<file path="src/hdl/dpdc_pkg.sv">
// Shared types and constants for the distance PI drive controller.
package dpdc_pkg;

  localparam int MeasW   = 13;
  localparam int TolW    = 8;
  localparam int GainW   = 16;
  localparam int LimW    = 12;
  localparam int SpdMagW = 7;
  localparam int IntegW  = 13;
  localparam int ErrW    = MeasW + 1;
  localparam int ProdW   = GainW + 1 + ErrW;
  localparam int SumW    = ProdW + 1;
  localparam int SpeedW  = 8;
  localparam int MagShift = 12;

  localparam int AddrW   = 5;
  localparam int DataW   = 32;

  typedef enum logic [2:0] {
    REG_TARGET = 3'd0,
    REG_TOL    = 3'd1,
    REG_PGAIN  = 3'd2,
    REG_IGAIN  = 3'd3,
    REG_ILIMIT = 3'd4,
    REG_FLOOR  = 3'd5,
    REG_CEIL   = 3'd6
  } reg_idx_e;

  localparam logic [MeasW-1:0]   TargetRst = 13'd288;
  localparam logic [TolW-1:0]    TolRst    = 8'd8;
  localparam logic [GainW-1:0]   PGainRst  = 16'd1024;
  localparam logic [GainW-1:0]   IGainRst  = 16'd26;
  localparam logic [LimW-1:0]    ILimitRst = 12'd160;
  localparam logic [SpdMagW-1:0] FloorRst  = 7'd15;
  localparam logic [SpdMagW-1:0] CeilRst   = 7'd40;

  typedef struct packed {
    logic [MeasW-1:0]   target;
    logic [TolW-1:0]    tol;
    logic [GainW-1:0]   pgain;
    logic [GainW-1:0]   igain;
    logic [LimW-1:0]    ilimit;
    logic [SpdMagW-1:0] floor_spd;
    logic [SpdMagW-1:0] ceil_spd;
  } cfg_t;

  // error stage -> gain stage
  typedef struct packed {
    logic signed [ErrW-1:0]   err;
    logic signed [IntegW-1:0] integ;
    logic                     drive;
    logic                     at;
  } ctl_t;

  // gain stage -> output stage
  typedef struct packed {
    logic signed [ProdW-1:0] p_term;
    logic signed [ProdW-1:0] i_term;
    logic                    pos;
    logic                    drive;
    logic                    at;
  } prod_t;

endpackage

</file>
<file path="src/hdl/dpdc_regs.sv">
// APB configuration register file.
module dpdc_regs (
  input  logic                        clk_i,
  input  logic                        rst_ni,
  input  logic                        psel,
  input  logic                        penable,
  input  logic                        pwrite,
  input  logic [dpdc_pkg::AddrW-1:0]  paddr,
  input  logic [dpdc_pkg::DataW-1:0]  pwdata,
  output logic [dpdc_pkg::DataW-1:0]  prdata,
  output logic                        pready,
  output dpdc_pkg::cfg_t              cfg_o
);

  dpdc_pkg::cfg_t   cfg_q;
  dpdc_pkg::reg_idx_e idx;
  logic             wr_en;

  assign idx    = dpdc_pkg::reg_idx_e'(paddr[4:2]);
  assign wr_en  = psel & penable & pwrite;
  assign pready = 1'b1;
  assign cfg_o  = cfg_q;

  always_ff @(posedge clk_i or negedge rst_ni) begin
    if (!rst_ni) begin
      cfg_q.target    <= dpdc_pkg::TargetRst;
      cfg_q.tol       <= dpdc_pkg::TolRst;
      cfg_q.pgain     <= dpdc_pkg::PGainRst;
      cfg_q.igain     <= dpdc_pkg::IGainRst;
      cfg_q.ilimit    <= dpdc_pkg::ILimitRst;
      cfg_q.floor_spd <= dpdc_pkg::FloorRst;
      cfg_q.ceil_spd  <= dpdc_pkg::CeilRst;
    end else if (wr_en) begin
      unique case (idx)
        dpdc_pkg::REG_TARGET: cfg_q.target    <= pwdata[dpdc_pkg::MeasW-1:0];
        dpdc_pkg::REG_TOL:    cfg_q.tol       <= pwdata[dpdc_pkg::TolW-1:0];
        dpdc_pkg::REG_PGAIN:  cfg_q.pgain     <= pwdata[dpdc_pkg::GainW-1:0];
        dpdc_pkg::REG_IGAIN:  cfg_q.igain     <= pwdata[dpdc_pkg::GainW-1:0];
        dpdc_pkg::REG_ILIMIT: cfg_q.ilimit    <= pwdata[dpdc_pkg::LimW-1:0];
        dpdc_pkg::REG_FLOOR:  cfg_q.floor_spd <= pwdata[dpdc_pkg::SpdMagW-1:0];
        dpdc_pkg::REG_CEIL:   cfg_q.ceil_spd  <= pwdata[dpdc_pkg::SpdMagW-1:0];
        default: ;
      endcase
    end
  end

  always_comb begin
    unique case (idx)
      dpdc_pkg::REG_TARGET: prdata = {19'd0, cfg_q.target};
      dpdc_pkg::REG_TOL:    prdata = {24'd0, cfg_q.tol};
      dpdc_pkg::REG_PGAIN:  prdata = {16'd0, cfg_q.pgain};
      dpdc_pkg::REG_IGAIN:  prdata = {16'd0, cfg_q.igain};
      dpdc_pkg::REG_ILIMIT: prdata = {20'd0, cfg_q.ilimit};
      dpdc_pkg::REG_FLOOR:  prdata = {25'd0, cfg_q.floor_spd};
      dpdc_pkg::REG_CEIL:   prdata = {25'd0, cfg_q.ceil_spd};
      default:              prdata = '0;
    endcase
  end

endmodule

</file>
<file path="src/hdl/dpdc_err.sv">
// Error stage: tolerance check, integral update with clamp, at-target latch.
module dpdc_err (
  input  logic                        clk_i,
  input  logic                        rst_ni,
  input  dpdc_pkg::cfg_t              cfg_i,
  input  logic                        in_valid_i,
  output logic                        in_ready_o,
  input  logic [dpdc_pkg::MeasW-1:0]  meas_i,
  input  logic                        restart_i,
  output logic                        out_valid_o,
  input  logic                        out_ready_i,
  output dpdc_pkg::ctl_t              out_o,
  output logic                        reached_o
);

  localparam int WideW = dpdc_pkg::ErrW + 1;

  logic                                   valid_q;
  dpdc_pkg::ctl_t                         ctl_q, ctl_d;
  logic signed [dpdc_pkg::IntegW-1:0]     integ_q, integ_d;
  logic                                   reached_q, reached_d;
  logic signed [dpdc_pkg::IntegW-1:0]     integ_base;
  logic                                   reached_base;
  logic signed [dpdc_pkg::ErrW-1:0]       err;
  logic [dpdc_pkg::ErrW-1:0]              aerr;
  logic                                   in_band;
  logic signed [WideW-1:0]                sum_w, lim_w;
  logic                                   accept;

  assign in_ready_o  = !valid_q || out_ready_i;
  assign accept      = in_valid_i && in_ready_o;
  assign out_valid_o = valid_q;
  assign out_o       = ctl_q;
  assign reached_o   = reached_q;

  assign integ_base   = restart_i ? '0 : integ_q;
  assign reached_base = restart_i ? 1'b0 : reached_q;

  assign err     = $signed({1'b0, meas_i}) - $signed({1'b0, cfg_i.target});
  assign aerr    = err[dpdc_pkg::ErrW-1] ? dpdc_pkg::ErrW'(-err) : dpdc_pkg::ErrW'(err);
  assign in_band = aerr <= {{(dpdc_pkg::ErrW-dpdc_pkg::TolW){1'b0}}, cfg_i.tol};
  assign sum_w   = WideW'(integ_base) + WideW'(err);
  assign lim_w   = $signed({{(WideW-dpdc_pkg::LimW){1'b0}}, cfg_i.ilimit});

  always_comb begin
    integ_d   = integ_base;
    reached_d = reached_base;
    ctl_d.err   = err;
    ctl_d.drive = 1'b0;
    if (!reached_base) begin
      if (in_band) begin
        reached_d = 1'b1;
      end else begin
        // anti-windup clamp to +/- limit
        priority if (sum_w < -lim_w) begin
          integ_d = dpdc_pkg::IntegW'(-lim_w);
        end else if (sum_w > lim_w) begin
          integ_d = dpdc_pkg::IntegW'(lim_w);
        end else begin
          integ_d = dpdc_pkg::IntegW'(sum_w);
        end
        ctl_d.drive = 1'b1;
      end
    end
    ctl_d.integ = integ_d;
    ctl_d.at    = reached_d;
  end

  always_ff @(posedge clk_i or negedge rst_ni) begin
    if (!rst_ni) begin
      valid_q   <= 1'b0;
      integ_q   <= '0;
      reached_q <= 1'b0;
    end else begin
      if (in_ready_o) begin
        valid_q <= in_valid_i;
      end
      if (accept) begin
        integ_q   <= integ_d;
        reached_q <= reached_d;
      end
    end
  end

  always_ff @(posedge clk_i) begin
    if (accept) begin
      ctl_q <= ctl_d;
    end
  end

endmodule

</file>
<file path="src/hdl/dpdc_gain.sv">
// Gain stage: proportional and integral products, registered.
module dpdc_gain (
  input  logic            clk_i,
  input  logic            rst_ni,
  input  dpdc_pkg::cfg_t  cfg_i,
  input  logic            in_valid_i,
  output logic            in_ready_o,
  input  dpdc_pkg::ctl_t  in_i,
  output logic            out_valid_o,
  input  logic            out_ready_i,
  output dpdc_pkg::prod_t out_o
);

  logic                                 valid_q;
  dpdc_pkg::prod_t                      prod_q, prod_d;
  logic signed [dpdc_pkg::GainW:0]      pg_s, ig_s;
  logic                                 accept;

  assign in_ready_o  = !valid_q || out_ready_i;
  assign accept      = in_valid_i && in_ready_o;
  assign out_valid_o = valid_q;
  assign out_o       = prod_q;

  assign pg_s = $signed({1'b0, cfg_i.pgain});
  assign ig_s = $signed({1'b0, cfg_i.igain});

  always_comb begin
    prod_d.p_term = dpdc_pkg::ProdW'(pg_s * in_i.err);
    prod_d.i_term = dpdc_pkg::ProdW'(ig_s * in_i.integ);
    prod_d.pos    = !in_i.err[dpdc_pkg::ErrW-1];
    prod_d.drive  = in_i.drive;
    prod_d.at     = in_i.at;
  end

  always_ff @(posedge clk_i or negedge rst_ni) begin
    if (!rst_ni) begin
      valid_q <= 1'b0;
    end else if (in_ready_o) begin
      valid_q <= in_valid_i;
    end
  end

  always_ff @(posedge clk_i) begin
    if (accept) begin
      prod_q <= prod_d;
    end
  end

endmodule

</file>
<file path="src/hdl/dpdc_out.sv">
// Output stage: sum, magnitude, shift, speed clamp, sign; result register.
module dpdc_out (
  input  logic                                clk_i,
  input  logic                                rst_ni,
  input  dpdc_pkg::cfg_t                      cfg_i,
  input  logic                                in_valid_i,
  output logic                                in_ready_o,
  input  dpdc_pkg::prod_t                     in_i,
  output logic                                out_valid_o,
  input  logic                                out_ready_i,
  output logic signed [dpdc_pkg::SpeedW-1:0]  speed_o,
  output logic                                at_o
);

  localparam int ShW = dpdc_pkg::SumW - dpdc_pkg::MagShift;

  logic                                 valid_q;
  logic signed [dpdc_pkg::SpeedW-1:0]   speed_q, speed_d;
  logic                                 at_q;
  logic signed [dpdc_pkg::SumW-1:0]     sum;
  logic [dpdc_pkg::SumW-1:0]            mag;
  logic [ShW-1:0]                       sh;
  logic [dpdc_pkg::SpdMagW-1:0]         m;
  logic                                 accept;

  assign in_ready_o  = !valid_q || out_ready_i;
  assign accept      = in_valid_i && in_ready_o;
  assign out_valid_o = valid_q;
  assign speed_o     = speed_q;
  assign at_o        = at_q;

  assign sum = dpdc_pkg::SumW'(in_i.p_term) + dpdc_pkg::SumW'(in_i.i_term);
  assign mag = sum[dpdc_pkg::SumW-1] ? dpdc_pkg::SumW'(-sum) : dpdc_pkg::SumW'(sum);
  assign sh  = mag[dpdc_pkg::SumW-1:dpdc_pkg::MagShift];

  always_comb begin
    // floor is checked first: when they cross, below-floor gets floor, else ceiling
    priority if (sh < ShW'(cfg_i.floor_spd)) begin
      m = cfg_i.floor_spd;
    end else if (sh > ShW'(cfg_i.ceil_spd)) begin
      m = cfg_i.ceil_spd;
    end else begin
      m = sh[dpdc_pkg::SpdMagW-1:0];
    end
    if (!in_i.drive) begin
      speed_d = '0;
    end else if (in_i.pos) begin
      speed_d = $signed({1'b0, m});
    end else begin
      speed_d = -$signed({1'b0, m});
    end
  end

  always_ff @(posedge clk_i or negedge rst_ni) begin
    if (!rst_ni) begin
      valid_q <= 1'b0;
    end else if (in_ready_o) begin
      valid_q <= in_valid_i;
    end
  end

  always_ff @(posedge clk_i) begin
    if (accept) begin
      speed_q <= speed_d;
      at_q    <= in_i.at;
    end
  end

endmodule

</file>
<file path="src/hdl/distance_pi_drive_controller.sv">
// Distance PI drive controller top level: APB config, three-stage stream pipeline.
//
//  Port group   Direction  Contents
//  s_axis_*     in         tdata[12:0] measured_distance, tuser restart
//  m_axis_*     out        tdata[7:0] drive_speed (signed), tuser at_target
//  APB          in/out     7 registers at byte address 4*index, pready tied high
//
//  Throughput is one transaction per cycle unless the output stalls; the stages are
//  error/integral stage, gain multiply stage and clamp/output stage, each registered.
//  The integral and at-target flag update in the error stage at input accept,
//  so consecutive samples see each other's state with no hazard.
//  Each stage has its own valid bit; a stalled output fills the bubbles first.
//  Reset clears the valid bits, the integral and the flag, and loads the config defaults.
module distance_pi_drive_controller (
  input  logic                        clk_i,
  input  logic                        rst_ni,
  // input stream
  input  logic                        s_axis_tvalid,
  output logic                        s_axis_tready,
  input  logic [15:0]                 s_axis_tdata,  // [12:0] measured_distance
  input  logic                        s_axis_tuser,  // [0] restart
  // output stream
  output logic                        m_axis_tvalid,
  input  logic                        m_axis_tready,
  output logic [7:0]                  m_axis_tdata,  // [7:0] drive_speed
  output logic                        m_axis_tuser,  // [0] at_target
  // configuration
  input  logic                        psel,
  input  logic                        penable,
  input  logic                        pwrite,
  input  logic [dpdc_pkg::AddrW-1:0]  paddr,
  input  logic [dpdc_pkg::DataW-1:0]  pwdata,
  output logic [dpdc_pkg::DataW-1:0]  prdata,
  output logic                        pready
);

  dpdc_pkg::cfg_t                       cfg;
  dpdc_pkg::ctl_t                       ctl;
  dpdc_pkg::prod_t                      prod;
  logic                                 v1, r1, v2, r2;
  logic                                 reached;
  logic signed [dpdc_pkg::SpeedW-1:0]   speed;
  logic                                 at;

  dpdc_regs u_regs (
    .clk_i   (clk_i),
    .rst_ni  (rst_ni),
    .psel    (psel),
    .penable (penable),
    .pwrite  (pwrite),
    .paddr   (paddr),
    .pwdata  (pwdata),
    .prdata  (prdata),
    .pready  (pready),
    .cfg_o   (cfg)
  );

  dpdc_err u_err (
    .clk_i       (clk_i),
    .rst_ni      (rst_ni),
    .cfg_i       (cfg),
    .in_valid_i  (s_axis_tvalid),
    .in_ready_o  (s_axis_tready),
    .meas_i      (s_axis_tdata[dpdc_pkg::MeasW-1:0]),
    .restart_i   (s_axis_tuser),
    .out_valid_o (v1),
    .out_ready_i (r1),
    .out_o       (ctl),
    .reached_o   (reached)
  );

  dpdc_gain u_gain (
    .clk_i       (clk_i),
    .rst_ni      (rst_ni),
    .cfg_i       (cfg),
    .in_valid_i  (v1),
    .in_ready_o  (r1),
    .in_i        (ctl),
    .out_valid_o (v2),
    .out_ready_i (r2),
    .out_o       (prod)
  );

  dpdc_out u_out (
    .clk_i       (clk_i),
    .rst_ni      (rst_ni),
    .cfg_i       (cfg),
    .in_valid_i  (v2),
    .in_ready_o  (r2),
    .in_i        (prod),
    .out_valid_o (m_axis_tvalid),
    .out_ready_i (m_axis_tready),
    .speed_o     (speed),
    .at_o        (at)
  );

  assign m_axis_tdata = speed;
  assign m_axis_tuser = at;

  // at target always means stopped
  assert property (@(posedge clk_i) disable iff (!rst_ni)
    (m_axis_tvalid && at) |-> (speed == '0))
    else $error("nonzero speed with at_target set");

  // an accepted transaction always lands in the error stage
  assert property (@(posedge clk_i) disable iff (!rst_ni)
    (s_axis_tvalid && s_axis_tready) |=> v1)
    else $error("accepted transaction lost at error stage");

  // the flag only sets on an accepted sample
  assert property (@(posedge clk_i) disable iff (!rst_ni)
    $rose(reached) |-> $past(s_axis_tvalid && s_axis_tready))
    else $error("at-target flag set without a sample");

endmodule
</file>
<file path="config.mk">
export PLATFORM = sky130hd
export DESIGN_NAME = distance_pi_drive_controller
export DESIGN_NICKNAME = d
export VERILOG_FILES = /design/src/hdl/dpdc_pkg.sv /design/src/hdl/dpdc_regs.sv /design/src/hdl/dpdc_err.sv /design/src/hdl/dpdc_gain.sv /design/src/hdl/dpdc_out.sv /design/src/hdl/distance_pi_drive_controller.sv
export SDC_FILE = /design/constraint.sdc
export NUM_CORES = 1
export LEC_CHECK = 0
export BUFFER_PORTS_ARGS = -buffer_cell sky130_fd_sc_hd__buf_2
export CORE_ASPECT_RATIO = 0.7
export CORE_MARGIN = 4
export CORE_UTILIZATION = 39
export CTS_CLUSTER_SIZE = 14
export DETAILED_ROUTE_END_ITERATION = 10
export PLACE_DENSITY = 0.53
export SLEW_MARGIN = 40
export SYNTH_ARGS = -nofsm -noshare
export SYNTH_HDL_FRONTEND = slang
export SYNTH_HIERARCHICAL = 1
export SYNTH_SLANG_ARGS = --single-unit
</file>
<file path="constraint.sdc">
create_clock -name clk_i -period 17.4 [get_ports clk_i]
set_input_delay 3.48 -clock clk_i [delete_from_list [all_inputs] [get_ports clk_i]]
set_output_delay 3.48 -clock clk_i [all_outputs]
set_load 0.01 [all_outputs]
</file>
==> impl_summary.log <==
INFO  metric placement.io_buffers = between 60 and 70
INFO  metric dpl.cell_count = about 4,000
INFO  metric seq_area_frac_synth = 19.0%
INFO  metric initial_antenna_violation_count = 7
INFO  metric maxSlewViolCount = 0
INFO  metric rows = 83
INFO  metric cp_max_fo = 18
INFO  metric cts_hold_buf = 0
INFO  metric avgRoutedWirePerCell = 21.3 um
INFO  metric skew_final = 0.0166 ns
INFO  metric report.final.setup_viol = 0
INFO  metric max_slew.worst_pin.slew = 0.879 ns
INFO  metric final_hold_viol_count = 0
INFO  metric max_cap_violations = 0
INFO  metric syn_avg_cell_area = 9.50 um^2
INFO  metric rsz0062_at_grt = no
INFO  metric grt-ovfl-total = 0
INFO  metric rr_endpoint = u_gain/out_o[62]
INFO  metric timing.hold.worst.class = reg2reg
INFO  metric multi_input_comb_area = roughly 0.021 mm^2
INFO  metric route.detailed.drc = 0
INFO  metric rrSetupSlack = 10.33 ns
INFO  metric worst_slew_margin_rel = 41.0%
INFO  metric cts.root.buffer_cell = sky130_fd_sc_hd__clkbuf_16
INFO  metric netlist.top_cell.by_area = sky130_fd_sc_hd__fa_1
INFO  metric post-route-min-period = about 9.6 ns
INFO  metric worstSetupEndpointType = flop
INFO  metric critPathSlowestCell = sky130_fd_sc_hd__xor2_1
INFO  metric wl_met1 = 43,500 um
INFO  metric reg2reg_depth = 18
INFO  metric total_routed_wirelength = 85,300 um
INFO  metric final-seq-area = 0.00549 mm^2
INFO  metric top_layer = met5
INFO  metric critPathMostFrequentCell = sky130_fd_sc_hd__ha_1
INFO  metric dr_wl_met3 = 5070 um
INFO  metric clk-insertion-delay-late = 0.49 ns
INFO  metric num_io_pins = roughly 110
INFO  metric endpoint = u_err/out_o[6]
INFO  metric grt_max_degree = 65
INFO  metric syn2layout_area_growth = 5.72%
INFO  metric tritoncts = yes
INFO  metric syn_area = 0.0289 mm^2
INFO  metric post_synth_main_area_contributors = sky130_fd_sc_hd__fa_1 22%, sky130_fd_sc_hd__ha_1 14%, sky130_fd_sc_hd__edfxtp_1 11%, sky130_fd_sc_hd__dfrtp_1 7.0%, sky130_fd_sc_hd__inv_1 5.8%
INFO  metric synthesis.instances = 3,037
INFO  metric place_congestion = 0.917
INFO  metric synth-main-ff-cell = sky130_fd_sc_hd__edfxtp_1
INFO  metric first_pass_grt_wire_length = between 100,000 and 150,000 um
INFO  metric run_status = complete, no violations
INFO  metric timing.setup.critical_path_class = in2reg
INFO  metric number_of_fill_cells_in_the_layout = 7,181
INFO  metric yosys.area.top_type_share = approximately 22%
INFO  metric dieWidth = around 330 um
INFO  metric post_cts.repair.setup_buffers = 0
INFO  metric design.core.area = 0.0733 mm^2
INFO  metric die_area = roughly 0.08 mm^2
INFO  metric finalHoldWorstSlack = 0.422 ns
INFO  metric wl_met2 = around 35,000 um
INFO  metric synthDistinctLibCells = approximately 120
INFO  metric routed_via_density = 5.43
INFO  metric cts_resized = 0
INFO  metric post_layout_nonfiller_instances = 4,010
INFO  metric dr_total_vias = 21,800
INFO  metric asyncSetResetFlopFracSynth = 48.5%
INFO  metric yosys_register_bits = around 200
INFO  metric die-height = ~240 um
INFO  metric drt_iter0_drc = about 1,800
INFO  metric yosysWarningCount = 6
INFO  metric global_route.usage.total = 21.8%
INFO  metric setup.worst_path.start_class = input pin
INFO  metric detailedRoute.firstPassIterationCount = 5
INFO  metric cts_buffer_depth = 2
INFO  metric cp.required = 17.64 ns
INFO  metric cts.sinks = about 200
INFO  metric proportion_of_layout_cells_with_a_drive_suffix_above_1 = roughly a tenth
INFO  metric cts.htree.levels = 4
INFO  metric clkSlewWorstSetupHoldPaths = about 0.08 ns
INFO  metric postRouteAntennaNets = 0
INFO  metric timing.setup.tns = 0 ns
INFO  metric timing.fmax = 0.104 GHz
INFO  metric cp_launch_point = s_axis_tdata[0]
INFO  metric finish.net_count = 3,722
INFO  metric crit_arrival = ~10 ns
INFO  metric floorplan.initialDensity = 39.4%
INFO  metric final.period_utilization = 55.1%
INFO  metric timing.rr.start = u_err/out_o[28]
INFO  metric cts_bufs_inserted = 17
INFO  metric critical_path.max_stage_delay = 0.63 ns
INFO  metric hpwl = 68,600 um
INFO  metric grt_pass1_vias = approximately 22,000
INFO  metric synth-edff-count = 102
[stage by stage]
stage          setup WS, ns  util [%]  area [um^2]
2_1_floorplan          8.79         -        28900
3_3_place_gp           7.57      40.7        29900
3_5_place_dp           7.46      40.8        29900
4_1_cts                7.98      41.6        30500
5_1_grt                7.55      41.6        30500
6_report               7.82      41.6        30500
[synth_stat cells (11+ instances only)]
library cell and count:
sky130_fd_sc_hd__inv_1 444, sky130_fd_sc_hd__fa_1 323, sky130_fd_sc_hd__ha_1 323, sky130_fd_sc_hd__nand2_1 319, sky130_fd_sc_hd__and2_1 207, sky130_fd_sc_hd__a21oi_1 117
sky130_fd_sc_hd__nor2_1 105, sky130_fd_sc_hd__edfxtp_1 102, sky130_fd_sc_hd__o21ai_0 95, sky130_fd_sc_hd__mux2_2 84, sky130_fd_sc_hd__dfrtp_1 81, sky130_fd_sc_hd__clkbuf_1 80
sky130_fd_sc_hd__xnor2_1 72, sky130_fd_sc_hd__xor2_1 41, sky130_fd_sc_hd__nor2b_1 39, sky130_fd_sc_hd__nand2b_1 37, sky130_fd_sc_hd__o21a_1 34, sky130_fd_sc_hd__a21o_1 33
sky130_fd_sc_hd__nand3_1 32, sky130_fd_sc_hd__mux2i_1 30, sky130_fd_sc_hd__nand4_1 27, sky130_fd_sc_hd__nor3_1 26, sky130_fd_sc_hd__buf_4 23, sky130_fd_sc_hd__o211ai_1 21
sky130_fd_sc_hd__buf_2 19, sky130_fd_sc_hd__a22o_1 15, sky130_fd_sc_hd__a31oi_1 15, sky130_fd_sc_hd__dfstp_2 15, sky130_fd_sc_hd__a211oi_1 13, sky130_fd_sc_hd__or3_1 12
sky130_fd_sc_hd__mux2_4 11
[cell type report]
type,count,share of cell area [%]
timing repair buffer,76,1.37
tap,977,4.01
clock buffer,20,1.50
clock inverter,12,0.435
sequential,198,18.0
inverter,445,5.48
antenna,5,0.0410
multi-input combinational,2277,69.2
[placed cells by master, fill, tap and decap left out, types with 15 or more instances in the layout]
| cell type | n |
|---|---|
| sky130_fd_sc_hd__nor2_1 | 105 |
| sky130_fd_sc_hd__a21oi_1 | 117 |
| sky130_fd_sc_hd__clkbuf_16 | 18 |
| sky130_fd_sc_hd__inv_1 | 444 |
| sky130_fd_sc_hd__a31oi_1 | 15 |
| sky130_fd_sc_hd__nand2b_1 | 37 |
| sky130_fd_sc_hd__xor2_1 | 41 |
| sky130_fd_sc_hd__mux2i_1 | 30 |
| sky130_fd_sc_hd__nor2b_1 | 39 |
| sky130_fd_sc_hd__dfstp_2 | 15 |
| sky130_fd_sc_hd__o21ai_0 | 95 |
| sky130_fd_sc_hd__nand4_1 | 27 |
| sky130_fd_sc_hd__nor3_1 | 26 |
| sky130_fd_sc_hd__nand2_1 | 319 |
| sky130_fd_sc_hd__and2_1 | 205 |
| sky130_fd_sc_hd__fa_1 | 323 |
| sky130_fd_sc_hd__ha_1 | 323 |
| sky130_fd_sc_hd__dfrtp_1 | 80 |
| sky130_fd_sc_hd__xnor2_1 | 72 |
| sky130_fd_sc_hd__a21o_1 | 33 |
| sky130_fd_sc_hd__buf_2 | 64 |
| sky130_fd_sc_hd__o211ai_1 | 21 |
| sky130_fd_sc_hd__edfxtp_1 | 102 |
| sky130_fd_sc_hd__o21a_1 | 34 |
| sky130_fd_sc_hd__mux2_2 | 84 |
| sky130_fd_sc_hd__a22o_1 | 15 |
| sky130_fd_sc_hd__nand3_1 | 32 |
| sky130_fd_sc_hd__conb_1 | 17 |
[per-layer routing]
| layer | vias to the layer above | GRT usage (%) |
|---|---|---|
| li1 | 10100 | - |
| met1 | 11000 | 33.9 |
| met2 | 593 | 31.1 |
| met3 | 80 | 4.25 |
| met4 | 8 | 4.78 |
| met5 | - | 0 |
[cell families after synthesis]
family | Yosys count | share of synthesized area [%]
and+or+nand+nor | 883 | 15.9
AOI/OAI and AO/OA | 487 | 11.9
xor gates and xnor gates | 117 | 3.66
DFF | 198 | 19.0
other | 2 | 0.0260
muxes | 127 | 5.02
buffers and inverters | 577 | 8.10
adders and majority gates | 646 | 36.4
[how the worst min path moves through the flow]
stage / startpoint / endpoint / slack [ns] / cells past startpoint
6_report: u_gain/out_o[0] / u_out/at_o / 0.42 / 0
5_1_grt: u_gain/out_o[0] / u_out/at_o / 0.43 / 0
4_1_cts: u_err/out_o[1] / u_gain/out_o[1] / 0.43 / 0
3_5_place_dp: u_err/out_o[1] / u_gain/out_o[1] / 0.41 / 0
3_3_place_gp: u_err/out_o[1] / u_gain/out_o[1] / 0.40 / 0
2_1_floorplan: u_err/out_o[0] / u_gain/out_o[0] / 0.40 / 0
[state kept, by name (all words and copies together), names as in the netlist]
name and flops:
u_err/out_valid_o 1, u_err/reached_o 1, u_gain/out_o 64, u_out/speed_o 8, u_err/out_o 29, u_gain/out_valid_o 1, u_err/integ_q 13, u_regs/cfg_o 79
u_out/out_valid_o 1, u_out/at_o 1
[worst max-delay path: cells and delay by family]
family          cells  cell delay [ns]
simple gates        5             0.94
xor+xnor            2             1.07
compound gates     11             2.45
fa+ha+maj           4             1.18
mux                 1             0.30
buf+inv             3             0.41
Power is left out: the tool's default activity adds up to more than one toggle a clock period on the data nets, which glitch-free logic cannot reach.
